`config.mk`:
```
export PLATFORM = sky130hd
export DESIGN_NAME = segment_polygon_intersection
export DESIGN_NICKNAME = d
export VERILOG_FILES = /design/src/spi_pkg.sv /design/src/spi_div.sv /design/src/segment_polygon_intersection.sv
export SDC_FILE = /design/constraint.sdc
export NUM_CORES = 2
export LEC_CHECK = 0
export BUFFER_PORTS_ARGS = -buffer_cell sky130_fd_sc_hd__clkbuf_2
export CORE_MARGIN = 3
export CORE_UTILIZATION = 60
export DETAILED_ROUTE_END_ITERATION = 12
export HOLD_SLACK_MARGIN = 0.12
export PLACE_DENSITY = 0.77
export SYNTH_ARGS = -nofsm -noshare
export SYNTH_HDL_FRONTEND = slang
export SYNTH_SLANG_ARGS = --single-unit
```
`constraint.sdc`:
```
create_clock -name clk_i -period 11.5 [get_ports clk_i]
set_clock_uncertainty 0.15 [all_clocks]
set_input_delay 3.45 -clock clk_i [delete_from_list [all_inputs] [get_ports clk_i]]
set_output_delay 3.45 -clock clk_i [all_outputs]
set_load 0.02 [all_outputs]
```
`src/spi_pkg.sv`:
```
// ----------------------------------------------------------------------------
// spi_pkg: shared types and constants
// Field widths, datapath widths, parameter defaults and the divider bus.
// ----------------------------------------------------------------------------
package spi_pkg;

  localparam int FIELD_W = 16;  // coordinate field width
  localparam int IDX_W   = 8;   // edge index and hit count width
  localparam int DIFF_W  = 17;  // coordinate difference
  localparam int WIDE_W  = 36;  // cross products and denominator
  localparam int MULB_W  = 18;  // second multiplier operand
  localparam int PROD_W  = WIDE_W + MULB_W;
  localparam int NUM_W   = 48;  // dividend width
  localparam int DEN_W   = WIDE_W;

  localparam int COORD_BITS_DEF   = 16;
  localparam int RATIO_SCALE_DEF  = 100;
  localparam int MAX_VERTICES_DEF = 255;

  typedef struct packed {
    logic             done;  // one-cycle pulse, quotient valid
    logic             neg;   // sign of the quotient
    logic [NUM_W-1:0] mag;   // magnitude, truncated toward zero
  } div_res_t;

  // sign-extend the low cw bits of a coordinate field
  function automatic logic signed [FIELD_W-1:0] sext_coord(
    input logic [FIELD_W-1:0] v, input int cw);
    logic signed [FIELD_W-1:0] r;
    r = '0;
    for (int i = 0; i < FIELD_W; i++) begin
      r[i] = (i < cw) ? v[i] : v[cw-1];
    end
    return r;
  endfunction

endpackage

```
`src/spi_div.sv`:
```
// ----------------------------------------------------------------------------
// spi_div: bit-serial signed divider
// Restoring radix-2 division on magnitudes, one quotient bit per cycle,
// quotient truncated toward zero.
// ----------------------------------------------------------------------------
module spi_div import spi_pkg::*; (
  input  logic                    clk_i,
  input  logic                    rst_ni,
  input  logic                    start_i,
  input  logic signed [NUM_W-1:0] num_i,
  input  logic signed [DEN_W-1:0] den_i,
  output div_res_t                res_o
);

  localparam int CNT_W = $clog2(NUM_W + 1);

  logic             busy_q, done_q, neg_q;
  logic [CNT_W-1:0] cnt_q;
  logic [NUM_W-1:0] acc_q;
  logic [DEN_W:0]   rem_q;
  logic [DEN_W-1:0] den_q;
  logic [DEN_W:0]   shifted;
  logic             ge;

  assign shifted = {rem_q[DEN_W-1:0], acc_q[NUM_W-1]};
  assign ge      = shifted >= {1'b0, den_q};

  always_ff @(posedge clk_i or negedge rst_ni) begin
    if (!rst_ni) begin
      busy_q <= 1'b0;
      done_q <= 1'b0;
      cnt_q  <= '0;
    end else begin
      done_q <= 1'b0;
      if (start_i && !busy_q) begin
        busy_q <= 1'b1;
        cnt_q  <= CNT_W'(NUM_W);
      end else if (busy_q) begin
        cnt_q <= cnt_q - 1'b1;
        if (cnt_q == CNT_W'(1)) begin
          busy_q <= 1'b0;
          done_q <= 1'b1;
        end
      end
    end
  end

  always_ff @(posedge clk_i) begin
    if (start_i && !busy_q) begin
      acc_q <= num_i[NUM_W-1] ? NUM_W'(-num_i) : NUM_W'(num_i);
      den_q <= den_i[DEN_W-1] ? DEN_W'(-den_i) : DEN_W'(den_i);
      rem_q <= '0;
      neg_q <= num_i[NUM_W-1] ^ den_i[DEN_W-1];
    end else if (busy_q) begin
      rem_q <= ge ? (shifted - {1'b0, den_q}) : shifted;
      acc_q <= {acc_q[NUM_W-2:0], ge};
    end
  end

  assign res_o = '{done: done_q, neg: neg_q, mag: acc_q};

endmodule

```
`src/segment_polygon_intersection.sv`:
```
// ----------------------------------------------------------------------------
// segment_polygon_intersection: query segment against a polyline
// Tests each polyline edge against the query segment, one vertex per item.
// ----------------------------------------------------------------------------
// One item is worked at a time. A first vertex goes from the accepting
// cycle straight to the output stage; any other vertex first goes through
// the differences and the six cross products (one shared multiplier, one
// product a cycle), then up to four quotients from the bit-serial divider,
// then the output stage; an edge that misses early stops sooner. The
// divider sets the rate. A finished item waits in the output register
// while the next item is taken.
module segment_polygon_intersection import spi_pkg::*; #(
  parameter int COORD_BITS   = COORD_BITS_DEF,
  parameter int RATIO_SCALE  = RATIO_SCALE_DEF,
  parameter int MAX_VERTICES = MAX_VERTICES_DEF
) (
  input  logic                      clk_i,
  input  logic                      rst_ni,
  input  logic                      in_valid_i,
  output logic                      in_stall_o,
  input  logic signed [FIELD_W-1:0] seg_x1_i,
  input  logic signed [FIELD_W-1:0] seg_y1_i,
  input  logic signed [FIELD_W-1:0] seg_x2_i,
  input  logic signed [FIELD_W-1:0] seg_y2_i,
  input  logic signed [FIELD_W-1:0] vert_x_i,
  input  logic signed [FIELD_W-1:0] vert_y_i,
  input  logic                      first_vertex_i,
  input  logic                      last_vertex_i,
  output logic                      out_valid_o,
  input  logic                      out_stall_i,
  output logic                      hit_o,
  output logic [IDX_W-1:0]          edge_index_o,
  output logic signed [FIELD_W-1:0] cross_x_o,
  output logic signed [FIELD_W-1:0] cross_y_o,
  output logic [IDX_W-1:0]          hit_count_o,
  output logic                      done_res_o
);

  localparam int CW = (COORD_BITS < FIELD_W) ? COORD_BITS : FIELD_W;
  localparam logic signed [MULB_W-1:0] RS_B = MULB_W'(RATIO_SCALE);
  localparam logic signed [DEN_W-1:0]  RS_D = DEN_W'(RATIO_SCALE);
  localparam logic [NUM_W-1:0]         RS_N = NUM_W'(RATIO_SCALE);
  localparam logic [IDX_W-1:0]         MAX_IDX = IDX_W'(MAX_VERTICES);

  typedef enum logic [2:0] {
    ST_IDLE, ST_DIFF, ST_MUL, ST_DIVR1, ST_DIVR2, ST_DIVX, ST_DIVY, ST_OUT
  } state_e;

  state_e state_q;
  logic [2:0] step_q;
  logic       issued_q;

  logic signed [FIELD_W-1:0] x1_q, y1_q, x2_q, y2_q, vx_q, vy_q;
  logic signed [FIELD_W-1:0] prev_x_q, prev_y_q, cx_q, cy_q;
  logic                      first_q, last_q, hit_q;
  logic [IDX_W-1:0]          vidx_q, hits_q, nidx, nhits;
  logic signed [DIFF_W-1:0]  d1x_q, d1y_q, d2x_q, d2y_q, ex_q, ey_q;
  logic signed [WIDE_W-1:0]  t_q, den_q, n1_q, n2_q;
  logic signed [MULB_W-1:0]  r1_q;

  logic signed [WIDE_W-1:0]  mul_a;
  logic signed [MULB_W-1:0]  mul_b;
  logic signed [PROD_W-1:0]  prod;
  logic signed [WIDE_W-1:0]  prod_w;
  logic signed [DEN_W-1:0]   div_den;
  logic                      div_start;
  div_res_t                  div_res;
  logic signed [MULB_W-1:0]  q_s;
  logic signed [MULB_W-1:0]  cross_sum;
  logic                      r_bad;
  logic                      out_valid_q, out_free;

  // shared multiplier operand select
  always_comb begin
    mul_a = '0;
    mul_b = '0;
    case (state_q)
      ST_MUL: begin
        case (step_q)
          3'd0: begin mul_a = WIDE_W'(d1x_q); mul_b = MULB_W'(d2y_q); end
          3'd1: begin mul_a = WIDE_W'(d1y_q); mul_b = MULB_W'(d2x_q); end
          3'd2: begin mul_a = WIDE_W'(ey_q);  mul_b = MULB_W'(d2x_q); end
          3'd3: begin mul_a = WIDE_W'(ex_q);  mul_b = MULB_W'(d2y_q); end
          3'd4: begin mul_a = WIDE_W'(ey_q);  mul_b = MULB_W'(d1x_q); end
          default: begin mul_a = WIDE_W'(ex_q); mul_b = MULB_W'(d1y_q); end
        endcase
      end
      ST_DIVR1: begin mul_a = n1_q; mul_b = RS_B; end
      ST_DIVR2: begin mul_a = n2_q; mul_b = RS_B; end
      ST_DIVX:  begin mul_a = WIDE_W'(d1x_q); mul_b = r1_q; end
      ST_DIVY:  begin mul_a = WIDE_W'(d1y_q); mul_b = r1_q; end
      default: ;
    endcase
  end

  assign prod    = mul_a * mul_b;
  assign prod_w  = $signed(prod[WIDE_W-1:0]);
  assign div_den = (state_q == ST_DIVX || state_q == ST_DIVY) ? RS_D : den_q;
  assign div_start = !issued_q &&
                     (state_q == ST_DIVR1 || state_q == ST_DIVR2 ||
                      state_q == ST_DIVX  || state_q == ST_DIVY);

  spi_div u_div (
    .clk_i   (clk_i),
    .rst_ni  (rst_ni),
    .start_i (div_start),
    .num_i   ($signed(prod[NUM_W-1:0])),
    .den_i   (div_den),
    .res_o   (div_res)
  );

  // ratio must lie in 0..RATIO_SCALE
  assign r_bad = (div_res.neg && div_res.mag != '0) || (div_res.mag > RS_N);
  assign q_s   = div_res.neg ? -MULB_W'(div_res.mag) : MULB_W'(div_res.mag);
  assign cross_sum = ((state_q == ST_DIVX) ? MULB_W'(x1_q) : MULB_W'(y1_q)) + q_s;

  assign nidx  = (vidx_q < MAX_IDX) ? vidx_q + 1'b1 : vidx_q;
  assign nhits = (hit_q && hits_q != '1) ? hits_q + 1'b1 : hits_q;
  assign out_free   = !out_valid_q || !out_stall_i;
  assign in_stall_o = (state_q != ST_IDLE);

  always_ff @(posedge clk_i or negedge rst_ni) begin
    if (!rst_ni) begin
      state_q     <= ST_IDLE;
      step_q      <= '0;
      issued_q    <= 1'b0;
      out_valid_q <= 1'b0;
      prev_x_q    <= '0;
      prev_y_q    <= '0;
      vidx_q      <= '0;
      hits_q      <= '0;
    end else begin
      // the output stage reloads the register itself
      if (out_valid_q && !out_stall_i && state_q != ST_OUT) out_valid_q <= 1'b0;
      case (state_q)
        ST_IDLE: begin
          if (in_valid_i) begin
            hit_q   <= 1'b0;
            step_q  <= '0;
            state_q <= first_vertex_i ? ST_OUT : ST_DIFF;
          end
        end
        ST_DIFF: state_q <= ST_MUL;
        ST_MUL: begin
          step_q <= step_q + 1'b1;
          if (step_q == 3'd5) begin
            state_q <= (den_q != '0) ? ST_DIVR1 : ST_OUT;
          end
        end
        ST_DIVR1, ST_DIVR2, ST_DIVX, ST_DIVY: begin
          if (div_start) begin
            issued_q <= 1'b1;
          end else if (div_res.done) begin
            issued_q <= 1'b0;
            case (state_q)
              ST_DIVR1: state_q <= r_bad ? ST_OUT : ST_DIVR2;
              ST_DIVR2: state_q <= r_bad ? ST_OUT : ST_DIVX;
              ST_DIVX:  state_q <= ST_DIVY;
              default: begin
                hit_q   <= 1'b1;
                state_q <= ST_OUT;
              end
            endcase
          end
        end
        ST_OUT: begin
          if (out_free) begin
            out_valid_q <= 1'b1;
            prev_x_q    <= vx_q;
            prev_y_q    <= vy_q;
            vidx_q      <= first_q ? '0 : nidx;
            hits_q      <= first_q ? '0 : nhits;
            state_q     <= ST_IDLE;
          end
        end
        default: state_q <= ST_IDLE;
      endcase
    end
  end

  // datapath registers
  always_ff @(posedge clk_i) begin
    if (state_q == ST_IDLE && in_valid_i) begin
      x1_q    <= sext_coord(seg_x1_i, CW);
      y1_q    <= sext_coord(seg_y1_i, CW);
      x2_q    <= sext_coord(seg_x2_i, CW);
      y2_q    <= sext_coord(seg_y2_i, CW);
      vx_q    <= sext_coord(vert_x_i, CW);
      vy_q    <= sext_coord(vert_y_i, CW);
      first_q <= first_vertex_i;
      last_q  <= last_vertex_i;
    end
    if (state_q == ST_DIFF) begin
      d1x_q <= DIFF_W'(x2_q) - DIFF_W'(x1_q);
      d1y_q <= DIFF_W'(y2_q) - DIFF_W'(y1_q);
      d2x_q <= DIFF_W'(vx_q) - DIFF_W'(prev_x_q);
      d2y_q <= DIFF_W'(vy_q) - DIFF_W'(prev_y_q);
      ex_q  <= DIFF_W'(x1_q) - DIFF_W'(prev_x_q);
      ey_q  <= DIFF_W'(y1_q) - DIFF_W'(prev_y_q);
    end
    if (state_q == ST_MUL) begin
      case (step_q)
        3'd1:    den_q <= t_q - prod_w;
        3'd3:    n1_q  <= t_q - prod_w;
        3'd5:    n2_q  <= t_q - prod_w;
        default: t_q   <= prod_w;
      endcase
    end
    if (div_res.done) begin
      if (state_q == ST_DIVR1) r1_q <= MULB_W'(div_res.mag);
      if (state_q == ST_DIVX)  cx_q <= cross_sum[FIELD_W-1:0];
      if (state_q == ST_DIVY)  cy_q <= cross_sum[FIELD_W-1:0];
    end
    if (state_q == ST_OUT && out_free) begin
      hit_o        <= hit_q;
      edge_index_o <= hit_q ? nidx : '0;
      cross_x_o    <= hit_q ? cx_q : '0;
      cross_y_o    <= hit_q ? cy_q : '0;
      hit_count_o  <= first_q ? '0 : nhits;
      done_res_o   <= last_q;
    end
  end

  assign out_valid_o = out_valid_q;

  a_hit_index: assert property (@(posedge clk_i) disable iff (!rst_ni)
    out_valid_o && hit_o |-> edge_index_o != '0 && hit_count_o != '0)
    else $error("hit reported with zero index or count");

  a_miss_zero: assert property (@(posedge clk_i) disable iff (!rst_ni)
    out_valid_o && !hit_o |-> edge_index_o == '0 && cross_x_o == '0 &&
    cross_y_o == '0)
    else $error("miss carries nonzero fields");

  a_div_owner: assert property (@(posedge clk_i) disable iff (!rst_ni)
    div_res.done |-> state_q == ST_DIVR1 || state_q == ST_DIVR2 ||
    state_q == ST_DIVX || state_q == ST_DIVY)
    else $error("quotient arrived outside a divide step");

  a_load_free: assert property (@(posedge clk_i) disable iff (!rst_ni)
    state_q == ST_OUT && out_valid_q && out_stall_i |=> out_valid_q &&
    state_q == ST_OUT)
    else $error("result loaded over a waiting item");

endmodule

```
==> run_results.csv <==
group,metric,value,unit
run_status,status,"completed",
synth,synth_common_cells,"1,061 x inv_1, 644 x nand2_1, 573 x fa_1",
sta,setup_slack,0.333,ns
cells_and_area,nets,6704,
synth,ys_seq_area_share,33.6,%
clock_network,cts.hold.buffers_added,0,
floorplan,die_height,307,um
synth,synth-async-reset-ratio,10.2,%
synth,synthFlopType,"edfxtp_1",
synth,ys_seq_elements,630,
detailed_routing,drtIter0Drc,4490,
sta,final_max_slew_viol_count,0,
synth,syn_nets,6537,
worst_setup_path,cp_top_family,"adder cells",
clock_network,cts_tree,"done",
sta,min_period,11.17,ns
placed_design,dp_hpwl,121000,um
synth,synth_area,54200,um2
placed_design,placed_cell_area,56900,um2
sta,slew_headroom,22.0,%
sta,worst_slew_pin_slew,1.17,ns
power_and_ir_drop,cellPowerDensity,79.7,nW/um2
synth,yosys.cell_types.count,101,
worst_setup_path,slowest_delay,0.57,ns
worst_setup_path,worstPathMaxFanout,12,
sta,tns,0,ns
synth,synth_top_area_share,29.4,%
synth,syn_inst,5549,
worst_setup_path,reg2reg_depth,38,
clock_network,h-tree-depth,3,
power_and_ir_drop,max-vdd-ir-drop,0.116,mV
placed_design,portBuffers,153,
detailed_routing,vias,40950,
worst_setup_path,arrival,11.37,ns
cells_and_area,fin_area,59400,um2
synth,yosysMostFrequentCell,"inv_1",
worst_setup_path,cp-end-kind,"flip-flop",
floorplan,rows,109,
floorplan,fp.dieArea,94000,um2
global_route,grt_usage,32.8,%
floorplan,ios,154,
worst_setup_path,worst-path-buf-inv,8,
hold_path,min_path_cells,0,
floorplan,core_area,89100,um2
global_route,grt_max_degree,82,
detailed_routing,firstDrtPassIters,10,
clock_network,clk_latency,0.64,ns
synth,syn_avg_cell_area,9.77,um2
cells_and_area,fillCellCount,6891,
cells_and_area,syn_to_final_growth,9.49,%
clock_network,clock-sinks,630,
hold_path,min_to,"done_res_o",
global_route,overflow,0,
synth,synth_warnings,0,
worst_setup_path,cpMaxStageDelayCell,"fa_1",
detailed_routing,drc,0,
detailed_routing,avgViaCountPerCell,5.90,
sta,timing.fmax,0.0896,GHz
worst_setup_path,r2r_slack,0.33,ns
sta,final_hold_viol_count,0,
power_and_ir_drop,leakage,26.7,nW
floorplan,die_x,307,um
worst_setup_path,crit_required,11.70,ns
worst_setup_path,worstReg2RegStart,"state_q[1]",
detailed_routing,post_drt_wl_per_cell,21.8,um
hold_path,hp-start,"last_q",
clock_network,path_clk_slew,0.06,ns
clock_network,numCtsBuffers,66,
placed_design,gp_congestion,1.01,
synth,synth_area_leader_cell,"edfxtp_1",
hold_path,hp-class,"flip-flop to flip-flop",
worst_setup_path,critical_path.startpoint_type,"flip-flop",
flow_run,drv_cap,0,
global_route,antenna_found_initial,6,
clock_network,cts_buffer_depth,3,
detailed_routing,drt-total-wl,152000,um
synth,ys_top_cells_by_area,"edfxtp_1 29%, fa_1 21%, inv_1 7.3%",
worst_setup_path,r2r_end,"den_q[35]",
clock_network,root_buffer,"clkbuf_16",
floorplan,initial_core_util,60.9,%
cells_and_area,multiInputGateArea,31300,um2
global_route,grt_pass1_wl,237000,um
detailed_routing,ant_nets,0,
sta,setup_violations,0,
placed_design,place_ws,0.198,ns
worst_setup_path,crit_type,"flip-flop to flip-flop",
cells_and_area,regArea,18200,um2
sta,layout_worst_path_cycle_share,97.1,%
global_route,first_global_vias,41124,
cells_and_area,layout-drive-gt1-share,9.39,%
synth,synth_edf_count,530,
sta,rsz0062_at_grt,"false",
==> power by group <==
| part | internal (mW) | total [mW] | switching (mW) |
|---|---|---|---|
| Combinational | 0.0123 | 0.0230 | 0.0107 |
| Clock | 1.33 | 2.26 | 0.933 |
| Sequential | 2.45 | 2.45 | 0.0000000000000000144 |
| Total | 3.79 | 4.73 | 0.944 |
==> final cells by class <==
type,count,share of cell area [%]
Antenna cell,4,0.0169
Clock buffer,88,3.13
Clock inverter,34,0.712
Inverter,1064,6.74
Multi-Input combinational cell,3641,52.8
Sequential cell,630,30.7
Tap cell,1165,2.46
Timing Repair Buffer,313,3.44
==> state kept, by name (all words and copies together), names as in the netlist, 17 cells and up <==
register,count
u_div.acc_q,48
den_q,36
n1_q,36
n2_q,36
t_q,36
u_div.den_q,36
u_div.rem_q,36
r1_q,18
d1x_q,17
d1y_q,17
d2x_q,17
d2y_q,17
ex_q,17
ey_q,17
==> cells by family after synthesis <==
kind of cell,Yosys count,share of synthesized area (%)
adder cells (fa/ha/maj),891,28.5
XOR/XNOR,271,4.39
flip-flops,630,33.6
buffers and inverters,1278,8.94
AO/OA/AOI/OAI,917,11.1
AND/OR/NAND/NOR,1522,12.7
multiplexers,40,0.757
==> worst max-delay path by stage <==
| stage | from | cells after the start | to |
|---|---|---|---|
| finish | state_q[1] | 38 | den_q[35] |
| global route | step_q[0] | 35 | u_div.acc_q[46] |
| CTS | step_q[0] | 36 | den_q[35] |
| detailed placement | step_q[0] | 35 | n2_q[35] |
| global placement | step_q[0] | 38 | n1_q[34] |
| floorplan | step_q[0] | 39 | den_q[34] |
==> worst register-to-register path: cells and delay by family (launching register included) <==
kind | cells | cell delay (ns)
flops | 1 | 0.40
buf+inv | 8 | 1.00
xor+xnor | 2 | 0.51
compound gates | 11 | 2.72
simple gates | 7 | 1.75
fa+ha+maj | 10 | 4.36
==> through the flow <==
step                hold slack (ns)  std cells  power [mW]  utilization, %
finish                        0.273       6939        4.73            66.7
global placement              0.258       6809        2.52            63.9
detailed placement            0.260       6809        2.52            63.9
floorplan                     0.250       5549        2.50               -
CTS                           0.273       6931        4.75            66.5
global route                  0.293       6935        4.84            66.7
==> what timing repair did <==
action                                  CTS  global route
endpoints found under the setup margin    0            21
buffers inserted                          0             4
resized for setup                         0            29
hold endpoints to repair                  0             0
==> metal layers <==
layer	share of wire, %	vias up	GRT usage, %	wire (um)
li1	-	18406	-	-
met1	41	20276	45.6	61600
met2	45	1948	51.3	68500
met3	10	316	7.53	15900
met4	3.6	4	11.2	5520
met5	0.017	-	0	26
==> cell usage in the layout, fill, tap and decap left out, drive strengths merged, types with 57 or more instances in the layout <==
cell type     n
a21oi       166
and2         93
buf         161
clkbuf      240
dfrtp        64
edfxtp      530
fa          573
ha          313
inv        1066
nand2       644
nor2        405
nor2b        66
nor3         57
o21ai       322
xnor2       182
xor2         89
No activity file was read; power rests on OpenSTA's default activity.
